<file path="config.mk">
export PLATFORM = sky130hd
export DESIGN_NAME = stereo_to_mono_linear_resampler_unit
export DESIGN_NICKNAME = d
export VERILOG_FILES = /design/src/hw/rtl/srmr_pkg.sv /design/src/hw/rtl/stereo_to_mono_linear_resampler_unit.sv /design/src/hw/rtl/srmr_step_div.sv
export SDC_FILE = /design/constraint.sdc
export NUM_CORES = 1
export LEC_CHECK = 0
export BUFFER_PORTS_ARGS = -buffer_cell sky130_fd_sc_hd__buf_4
export CORE_MARGIN = 3
export CORE_UTILIZATION = 50
export CTS_CLUSTER_DIAMETER = 60
export CTS_CLUSTER_SIZE = 25
export DETAILED_ROUTE_END_ITERATION = 12
export PLACE_DENSITY_LB_ADDON = 0.15
export SLEW_MARGIN = 20
export SYNTH_ARGS = -nofsm -noshare
export SYNTH_HDL_FRONTEND = slang
export SYNTH_SLANG_ARGS = --single-unit
</file>
<file path="constraint.sdc">
create_clock -name aclk -period 12.4 [get_ports aclk]
set_input_delay 1.24 -clock aclk [delete_from_list [all_inputs] [get_ports aclk]]
set_output_delay 1.24 -clock aclk [all_outputs]
set_load 0.02 [all_outputs]
</file>
<file path="src/hw/rtl/srmr_pkg.sv">
// Shared constants and types for the stereo-to-mono linear resampler.
package srmr_pkg;

    localparam int SAMPLE_W    = 16;
    localparam int RATE_W      = 16;
    localparam int STEP_W      = 17;  // Q16 phase step, max 97390
    localparam int PHASE_W     = 18;  // phase plus one step before wrap
    localparam int RECIP_W     = 31;
    localparam int RECIP_SHIFT = 30;

    localparam logic [RATE_W-1:0]  OUT_RATE_HZ = 16'd44100;
    localparam logic [RATE_W-1:0]  MIN_RATE_HZ = 16'd8000;
    localparam logic [STEP_W-1:0]  STEP_RESET  = 17'd65536;  // 44100 -> 1.0 in Q16
    localparam logic [PHASE_W-1:0] ONE_Q16     = 18'd65536;
    // ceil(2^44 / 11025): 65536/44100 scaled by 2^30, exact for any 16-bit rate
    localparam logic [RECIP_W-1:0] STEP_RECIP  = 31'd1595663134;

    typedef enum logic [4:0] {
        ST_IDLE = 5'b00001,
        ST_STEP = 5'b00010,
        ST_PREP = 5'b00100,
        ST_MUL  = 5'b01000,
        ST_ADD  = 5'b10000
    } state_t;

endpackage

</file>
<file path="src/hw/rtl/stereo_to_mono_linear_resampler_unit.sv">
// Top level of the stereo-to-mono linear-interpolation resampler to 44.1 kHz.
// Usage:
//   s_ channel: one input word per handshake - left/right samples and a
//   stereo flag. Stereo words are mixed as floor((L+R)/2), mono words use left.
//   m_ channel: interpolated mono words at 44.1 kHz; m_last marks the final
//   output word produced by an input word. An input word may give 0 to 6
//   output words (none is possible when the input rate exceeds 44.1 kHz).
//   cfg_ channel: writes the input rate in Hz; values below 8000 act as 8000.
//   A write holds the block while the step updates.
// Sequence:
//   An input word holds the block through its acceptance, a phase check, then
//   a multiply and an add state per output word, all on the single 17x17
//   multiplier and adder. The first output word is registered in the add
//   state, which waits while the output register still holds a word.
// Reset:
//   Rate returns to 44100 (step 1.0), previous sample and phase to zero.
// Stalls:
//   The output register holds one word. When it is full and m_ready is low
//   the add stage waits; after the last output of a word is registered a new
//   input word can already be accepted while that output still waits.
module stereo_to_mono_linear_resampler_unit (
    input  logic                                   aclk,
    input  logic                                   aresetn,
    // configuration write
    input  logic                                   cfg_valid,
    output logic                                   cfg_ready,
    input  logic [srmr_pkg::RATE_W-1:0]            cfg_data,
    // input words
    input  logic                                   s_valid,
    output logic                                   s_ready,
    input  logic signed [srmr_pkg::SAMPLE_W-1:0]   s_left_sample,
    input  logic signed [srmr_pkg::SAMPLE_W-1:0]   s_right_sample,
    input  logic                                   s_stereo,
    // output words
    output logic                                   m_valid,
    input  logic                                   m_ready,
    output logic signed [srmr_pkg::SAMPLE_W-1:0]   m_out_sample,
    output logic                                   m_last
);
    import srmr_pkg::*;

    state_t state_reg, state_next;

    logic [STEP_W-1:0]          step_reg,   step_next;
    logic [PHASE_W-1:0]         phase_reg,  phase_next;
    logic signed [SAMPLE_W-1:0] prev_reg,   prev_next;
    logic signed [SAMPLE_W-1:0] x_reg,      x_next;
    logic [SAMPLE_W-1:0]        prod_reg,   prod_next;   // floor(diff*phase/65536)
    logic                       flag_reg,   flag_next;   // current output is the last
    logic                       mval_reg,   mval_next;
    logic signed [SAMPLE_W-1:0] mout_reg,   mout_next;
    logic                       mlast_reg,  mlast_next;

    logic                       cfg_fire, s_fire, out_free;
    logic                       div_busy;
    logic [STEP_W-1:0]          div_q;
    logic signed [SAMPLE_W:0]   mix_sum;
    logic signed [SAMPLE_W:0]   diff;
    logic signed [2*SAMPLE_W+1:0] product;
    logic [PHASE_W-1:0]         phase_adv;

    srmr_step_div u_step_div (
        .aclk     (aclk),
        .aresetn  (aresetn),
        .start    (cfg_fire),
        .rate     (cfg_data),
        .busy     (div_busy),
        .quotient (div_q)
    );

    // config has priority over an input word in the idle state
    assign cfg_ready = (state_reg == ST_IDLE);
    assign s_ready   = (state_reg == ST_IDLE) && !cfg_valid;
    assign cfg_fire  = cfg_valid && cfg_ready;
    assign s_fire    = s_valid && s_ready;
    assign out_free  = !mval_reg || m_ready;

    always_comb begin
        // arithmetic shift of the 17-bit sum is floor((L+R)/2)
        mix_sum   = {s_left_sample[SAMPLE_W-1], s_left_sample}
                  + {s_right_sample[SAMPLE_W-1], s_right_sample};
        diff      = {x_reg[SAMPLE_W-1], x_reg} - {prev_reg[SAMPLE_W-1], prev_reg};
        // phase is below 1.0 here, only its fraction enters the product
        product   = diff * $signed({1'b0, phase_reg[SAMPLE_W-1:0]});
        phase_adv = phase_reg + {{(PHASE_W-STEP_W){1'b0}}, step_reg};

        state_next = state_reg;
        step_next  = step_reg;
        phase_next = phase_reg;
        prev_next  = prev_reg;
        x_next     = x_reg;
        prod_next  = prod_reg;
        flag_next  = flag_reg;
        mout_next  = mout_reg;
        mlast_next = mlast_reg;
        mval_next  = (mval_reg && m_ready) ? 1'b0 : mval_reg;

        case (state_reg)
            ST_IDLE: begin
                if (cfg_fire) begin
                    state_next = ST_STEP;
                end else if (s_fire) begin
                    x_next     = s_stereo ? mix_sum[SAMPLE_W:1] : s_left_sample;
                    state_next = ST_PREP;
                end
            end
            ST_STEP: begin
                if (!div_busy) begin
                    step_next  = div_q;
                    state_next = ST_IDLE;
                end
            end
            ST_PREP: begin
                if (phase_reg < ONE_Q16) begin
                    state_next = ST_MUL;
                end else begin
                    // no output for this word, only the phase wraps
                    phase_next = phase_reg - ONE_Q16;
                    prev_next  = x_reg;
                    state_next = ST_IDLE;
                end
            end
            ST_MUL: begin
                prod_next  = product[2*SAMPLE_W-1:SAMPLE_W];
                phase_next = phase_adv;
                flag_next  = (phase_adv >= ONE_Q16);
                state_next = ST_ADD;
            end
            ST_ADD: begin
                if (out_free) begin
                    mval_next  = 1'b1;
                    mout_next  = prev_reg + $signed(prod_reg);
                    mlast_next = flag_reg;
                    if (flag_reg) begin
                        phase_next = phase_reg - ONE_Q16;
                        prev_next  = x_reg;
                        state_next = ST_IDLE;
                    end else begin
                        state_next = ST_MUL;
                    end
                end
            end
            default: begin
                state_next = ST_IDLE;
            end
        endcase
    end

    always_ff @(posedge aclk) begin
        if (!aresetn) begin
            state_reg <= ST_IDLE;
            step_reg  <= STEP_RESET;
            phase_reg <= '0;
            prev_reg  <= '0;
            mval_reg  <= 1'b0;
        end else begin
            state_reg <= state_next;
            step_reg  <= step_next;
            phase_reg <= phase_next;
            prev_reg  <= prev_next;
            mval_reg  <= mval_next;
        end
        x_reg     <= x_next;
        prod_reg  <= prod_next;
        flag_reg  <= flag_next;
        mout_reg  <= mout_next;
        mlast_reg <= mlast_next;
    end

    assign m_valid      = mval_reg;
    assign m_out_sample = mout_reg;
    assign m_last       = mlast_reg;

    // an accepted input word always goes to the phase check next
    a_accept_prep: assert property (@(posedge aclk) disable iff (!aresetn)
        s_valid && s_ready |=> state_reg == ST_PREP)
        else $error("input word accepted but phase check skipped");

    // a rate write always starts the step update
    a_cfg_div: assert property (@(posedge aclk) disable iff (!aresetn)
        cfg_valid && cfg_ready |=> div_busy && state_reg == ST_STEP)
        else $error("rate write did not start the step update");

    // wrapped phase stays below the largest step
    a_phase_range: assert property (@(posedge aclk) disable iff (!aresetn)
        state_reg == ST_IDLE |-> phase_reg < 18'd97391)
        else $error("phase out of range between words");

    // clamp keeps the step at or above the 8 kHz value
    a_step_range: assert property (@(posedge aclk) disable iff (!aresetn)
        step_reg >= 17'd11888)
        else $error("phase step below minimum");

endmodule

</file>
<file path="src/hw/rtl/srmr_step_div.sv">
// Phase step unit: step = floor(max(rate, 8000) * 65536 / 44100) by reciprocal multiplication.
module srmr_step_div (
    input  logic                           aclk,
    input  logic                           aresetn,
    input  logic                           start,
    input  logic [srmr_pkg::RATE_W-1:0]    rate,
    output logic                           busy,
    output logic [srmr_pkg::STEP_W-1:0]    quotient
);
    import srmr_pkg::*;

    logic [STEP_W-1:0]           quo_reg,  quo_next;
    logic                        busy_reg, busy_next;

    logic [RATE_W-1:0]           rate_clamped;
    logic [RATE_W+RECIP_W-1:0]   scaled;

    always_comb begin
        rate_clamped = (rate < MIN_RATE_HZ) ? MIN_RATE_HZ : rate;
        // constant multiply, top bits are the Q16 step
        scaled       = {{RECIP_W{1'b0}}, rate_clamped} * {{RATE_W{1'b0}}, STEP_RECIP};

        quo_next  = quo_reg;
        busy_next = 1'b0;

        if (start) begin
            quo_next  = scaled[RECIP_SHIFT +: STEP_W];
            busy_next = 1'b1;
        end
    end

    always_ff @(posedge aclk) begin
        if (!aresetn) begin
            busy_reg <= 1'b0;
        end else begin
            busy_reg <= busy_next;
        end
        quo_reg <= quo_next;
    end

    assign busy     = busy_reg;
    assign quotient = quo_reg;

endmodule
</file>
* After elaboration in Yosys (flattened, before gate mapping) *
Cells that the tools add are included.

word-level totals
  flip-flop bits (word level) = 125
  input port bits = 54
  output and inout port bits = 20
  logic and storage cells = 70

cells by class
  $add $sub $neg = 5
  multiply operators = 2
  order comparisons = 3
  equality and inequality tests = 10
  multiplexer cells = 21
  bitwise logic cells = 2
  reductions and logical operators = 15

operators by type and width
  cell                                                                  count
  2-to-1 mux 16 bit                                                     5
  2-to-1 mux 18 bit                                                     3
  one-hot mux 18 bit (3 select lines)                                   1
  multiplier 16 x 30 -> 46 bit (second input constant)                  1
  multiplier 17 x 17 -> 32 bit                                          1
  one-hot mux 16 bit (2 select lines)                                   1
  one-hot mux 5 bit (5 select lines)                                    1
  2-to-1 mux 5 bit                                                      4
  adder 18 x 17 -> 18 bit                                               1
  greater-or-equal comparator 18 x 17 -> 1 bit (second input constant)  1
  less-than comparator 18 x 17 -> 1 bit (second input constant)         1
  subtractor 18 x 17 -> 18 bit (second input constant)                  1
  adder 16 x 16 -> 17 bit                                               1
  subtractor 16 x 16 -> 17 bit                                          1
  adder 16 bit                                                          1
  less-than comparator 16 x 13 -> 1 bit (second input constant)         1
  2-to-1 mux 4 bit                                                      2
  != test 2 bit (second input constant)                                 4
  AND reduction 4 bit                                                   2
  AND reduction 3 bit                                                   2
  equality test 5 x 1 -> 1 bit (second input constant)                  1
  equality test 5 x 2 -> 1 bit (second input constant)                  1
  equality test 5 x 3 -> 1 bit (second input constant)                  1
  equality test 5 x 4 -> 1 bit (second input constant)                  1
  10 further kinds                                                      19

* Logic depth before layout (Yosys ltp) *
  depth after elaboration = 6
  depth in mapped cells = 35
  depth with buffers taken out = 35

* Modules after synthesis *
A second synthesis with hierarchy kept.

unflattened totals
  cell total of the unflattened synthesis = 2719
  area, all modules = 24833.8 µm²

modules (own cells, without submodules)
  module                                instances  cells an instance  area each (µm²)  seq. area each (µm²)
  stereo_to_mono_linear_resampler_unit  1          1908               16806.1          2642.5
  srmr_step_div                         1          811                8027.7           530.5

* Least setup slack after synthesis *
No wires, ideal clock.

  path type = reg2reg
  start = reg x_reg[0]
  end = reg prod_reg[15], data pin
  library setup time = 0.268 ns
  data arrival time = 7.366 ns
  required time = 12.132 ns
  slack = 4.767 ns
  stages on the path, launching flop included = 32
  path buffers = 1
  clock period less this slack = 7.633 ns
  cell sequence = edfxtp_1 > inv_1 > ha_1 > fa_1 > nor2b_1 > o21ai_0 > a21boi_0 > o41ai_1 > o21ai_0 > o21ai_0 > o221a_2 > buf_2 > nand2_1 > inv_1 > fa_1 > inv_1 > fa_1 > inv_1 > fa_1 > fa_1 > fa_1 > inv_1 > fa_1 > inv_1 > ha_1 > a21o_1 > a21o_1 > a21o_1 > nor2_1 > o21ai_0 > o41ai_1 > xnor2_1

between the ends
  word-level cells in the longest chain between the ends = 2

ends and longest elaborated chain
  element                       RTL line                                     RTL
  start: declaration            stereo_to_mono_linear_resampler_unit.sv:47   logic signed [SAMPLE_W-1:0] x_reg, x_next;
  start signal: assignment      stereo_to_mono_linear_resampler_unit.sv:163  x_reg <= x_next;
  subtractor 16 x 16 -> 17 bit  stereo_to_mono_linear_resampler_unit.sv:82   diff = {x_reg[SAMPLE_W-1], x_reg} - {prev_reg[SAMPLE_W-1], prev_reg};
  multiplier 17 x 17 -> 32 bit  stereo_to_mono_linear_resampler_unit.sv:84   product = diff * $signed({1'b0, phase_reg[SAMPLE_W-1:0]});
  via product[31]               stereo_to_mono_linear_resampler_unit.sv:59   logic signed [2*SAMPLE_W+1:0] product;
  end signal: assignment        stereo_to_mono_linear_resampler_unit.sv:164  prod_reg <= prod_next;
  end: declaration              stereo_to_mono_linear_resampler_unit.sv:48   logic [SAMPLE_W-1:0] prod_reg, prod_next;

The timed path passes the listed nets, and every way through them passes these cells.
A chain may end at the register's enable or synchronous reset.

* Worst setup path after layout *
Ends and elaborated chain as after synthesis.

==> impl_metrics.csv <==
group,metric,value,unit
die,boundaryPins,74,
drt,wire_per_inst,17.7,um
clocking,cts_tree,"done",
pwr,ir_drop,269,uV
finish,largest_reg_flops,18,
grt,overflow,0,
sta,maxSlewHeadroom,0.162,
setup_path,cpMostUsedCell,"fa_1",
synth,async_flop_share,0,
pwr,p_leak,13.5,nW
place,port_buffers,73,
finish,multi_input_area,18700,sq um
sta,period_minus_slack,8.96,ns
place,gp_congestion,0.949,
sta,worstMarginPinSlew,1.25,ns
clocking,post_cts_buffers,0,
sta,skew,0.0153,ns
drt,wl,59.3,mm
pwr,p_per_area,190,nW/um^2
finish,drive_gt1_frac,0.0617,
drt,drt-pass1-iter-count,5,
synth,ys_seq_area_frac,0.129,
clocking,clock_latency,0.44,ns
die,core_area,48100,sq um
clocking,clockRootBuffer,"clkbuf_16",
clocking,ctsResizeCount,0,
die,dieWidth,228,um
sta,report.final.hold_viol_count,0,
die,rows,80,
sta,period_share,0.723,
setup_path,max_stage_delay,0.59,ns
drt,final_antenna_net_count,0,
grt,antenna_found_initial,0,
sta,slew_viol_final,0,
synth,synth_fp_nets,3423,
synth,ys.flop_type,"edfxtp_1",
sta,rsz0062_at_grt,"false",
synth,netlist_area,24600,sq um
finish,regArea,3170,sq um
finish,final_common_cell,"inv_1",
setup_path,slowest_stage,"o221a_2",
clocking,path_clk_slew,0.07,ns
clocking,clk_path_buf_depth,2,
finish,area_delta_synth_final,7.60,%
setup_path,path_max_fanout,18,
drt,drc,0,
finish,fillCellCount,4488,
drt,vias_per_cell,5.16,
grt,grt_util_all_layers,0.243,
synth,synth_edf_count,67,
clocking,cts_max_level,4,
die,dieArea,51800,sq um
synth,yosys.cell_types.count,82,
setup_path,cp_data_arrival_time,9.14,ns
finish,fin_nets,3468,
clocking,numCtsBuffers,17,
synth,ys_ff_latch,125,
setup_path,start_kind,"flip-flop",
setup_path,cp_top_family,"adder cells",
setup_path,crit_required,12.58,ns
clocking,clock_sinks,125,
place,placed_cell_area,25800,sq um
die,initial_core_util,0.510,
min_path,hp-class,"flip-flop to flip-flop",
die,die_y,228,um
run,drv_cap,0,
drt,vias,17300,
grt,grt_max_degree,64,
clocking,hold_buffers,0,
setup_path,end_kind,"flip-flop",
place,hpwl,49.6,mm
synth,yosys_warnings,0,
synth,synth.avg_cell_area,9.34,sq um
sta,finalSetupViolCount,0,
sta,timing.fmax,112,MHz
setup_path,worst-path-buf-inv,4,
outcome,status,"completed",
finish,final_cell_mix,"inv_1, fa_1, ha_1, nand2_1, and2_1",
drt,drtIter0Drc,903,
grt,grt_pass1_vias,18800,
finish,diodes,0,
sta,final.setup.tns,0,ns
finish,stdcell_area,26400,sq um
setup_path,critPathKind,"flip-flop to flip-flop",
synth,postSynthCellCount,2631,
grt,grt_pass1_wl,97.8,mm
==> synthesized netlist by cell type, drive strengths merged (2+ instances only) <==
cell       n  area share
a211o      5      0.0018
ha       312        0.16
a21oi     67       0.014
nand2    232       0.036
edfxtp    67       0.082
inv      661        0.10
fa       426        0.35
a211oi     8      0.0029
nand3b     7      0.0021
a21boi    30      0.0092
o21bai     4      0.0012
or2       10      0.0025
and4       2     0.00071
and2     137       0.035
nor3b      4      0.0012
a41o       2     0.00082
xor2      26      0.0093
mux2       8      0.0038
and3b      3      0.0011
nor2      79       0.012
clkbuf    51      0.0078
nor2b     58       0.015
o211ai     8      0.0026
or3        6      0.0018
and3      10      0.0026
buf       11      0.0020
nand4     12      0.0031
o41ai      5      0.0021
o21a      16      0.0049
dfxtp     58       0.047
o31ai      6      0.0020
nor4       4      0.0013
o211a      2     0.00082
a31o       2     0.00071
xnor2     77       0.027
a2111oi    3      0.0011
a31oi      8      0.0026
nand2b    17      0.0043
a21o      22      0.0067
nor3      30      0.0061
o2111ai    2     0.00071
mux2i     18      0.0073
nand3     31      0.0063
o22ai      2     0.00051
o21ai     64       0.013
==> cell type report <==
| cell class | instances | share of cell area |
|---|---|---|
| flip-flops and latches | 125 | 0.120 |
| clock inverters | 13 | 0.00544 |
| repair buffers | 88 | 0.0251 |
| well taps | 656 | 0.0311 |
| multi-input cells | 1783 | 0.708 |
| clock buffers | 19 | 0.0164 |
| inverters | 661 | 0.0939 |
==> layer usage <==
metal / global-route usage / wire length (um)
met2: 0.387 / 26700
met3: 0.0447 / 3390
met1: 0.351 / 28100
met4: 0.0480 / 1030
met5: 0 / 0
==> kinds of logic after synthesis <==
family                     share of synthesized area
DFF                                            0.129
and+or+nand+nor                                0.133
buffers and inverters                          0.111
AOI/OAI and AO/OA                             0.0732
muxes                                         0.0112
xor gates and xnor gates                      0.0367
adders and majority gates                      0.506
==> per-stage QoR <==
stage                      util  hold WS, ns  total power, W  setup WS (ns)  std cells
after detailed placement  0.537        0.464         0.00449           3.53       3312
after global placement    0.537        0.456         0.00440           3.70       3312
after CTS                 0.549        0.473         0.00503           3.43       3344
after floorplan               -        0.433         0.00348           4.77       2631
after global routing      0.549        0.498         0.00560           2.71       3345
final                     0.549        0.468         0.00503           3.44       3345
==> where the power goes <==
part	switching [W]	internal, W
Clock	0.000211	0.000297
Combinational	0.00223	0.00168
Sequential	0.0000136	0.000598
==> worst register-to-register path, delay by kind of cell (launching register included) <==
family,cells,cell delay (ns)
flip-flops,1,0.39
XOR/XNOR,1,0.11
buffers and inverters,4,0.22
adder cells (fa/ha/maj),9,3.80
AO/OA/AOI/OAI,10,2.97
AND/OR/NAND/NOR,6,1.17
==> path summary, 6_finish.rpt <==
kind	startpoint	end	slack, ns	cells past startpoint
worst min-delay path	step_reg[3]	step_reg[3]	0.47	2
worst max-delay path	x_reg[0]	prod_reg[15]	3.44	30
worst max register to register	x_reg[0]	prod_reg[15]	3.44	30
worst min register to register	step_reg[3]	step_reg[3]	0.47	2
Power figures use the tool's default switching activity.
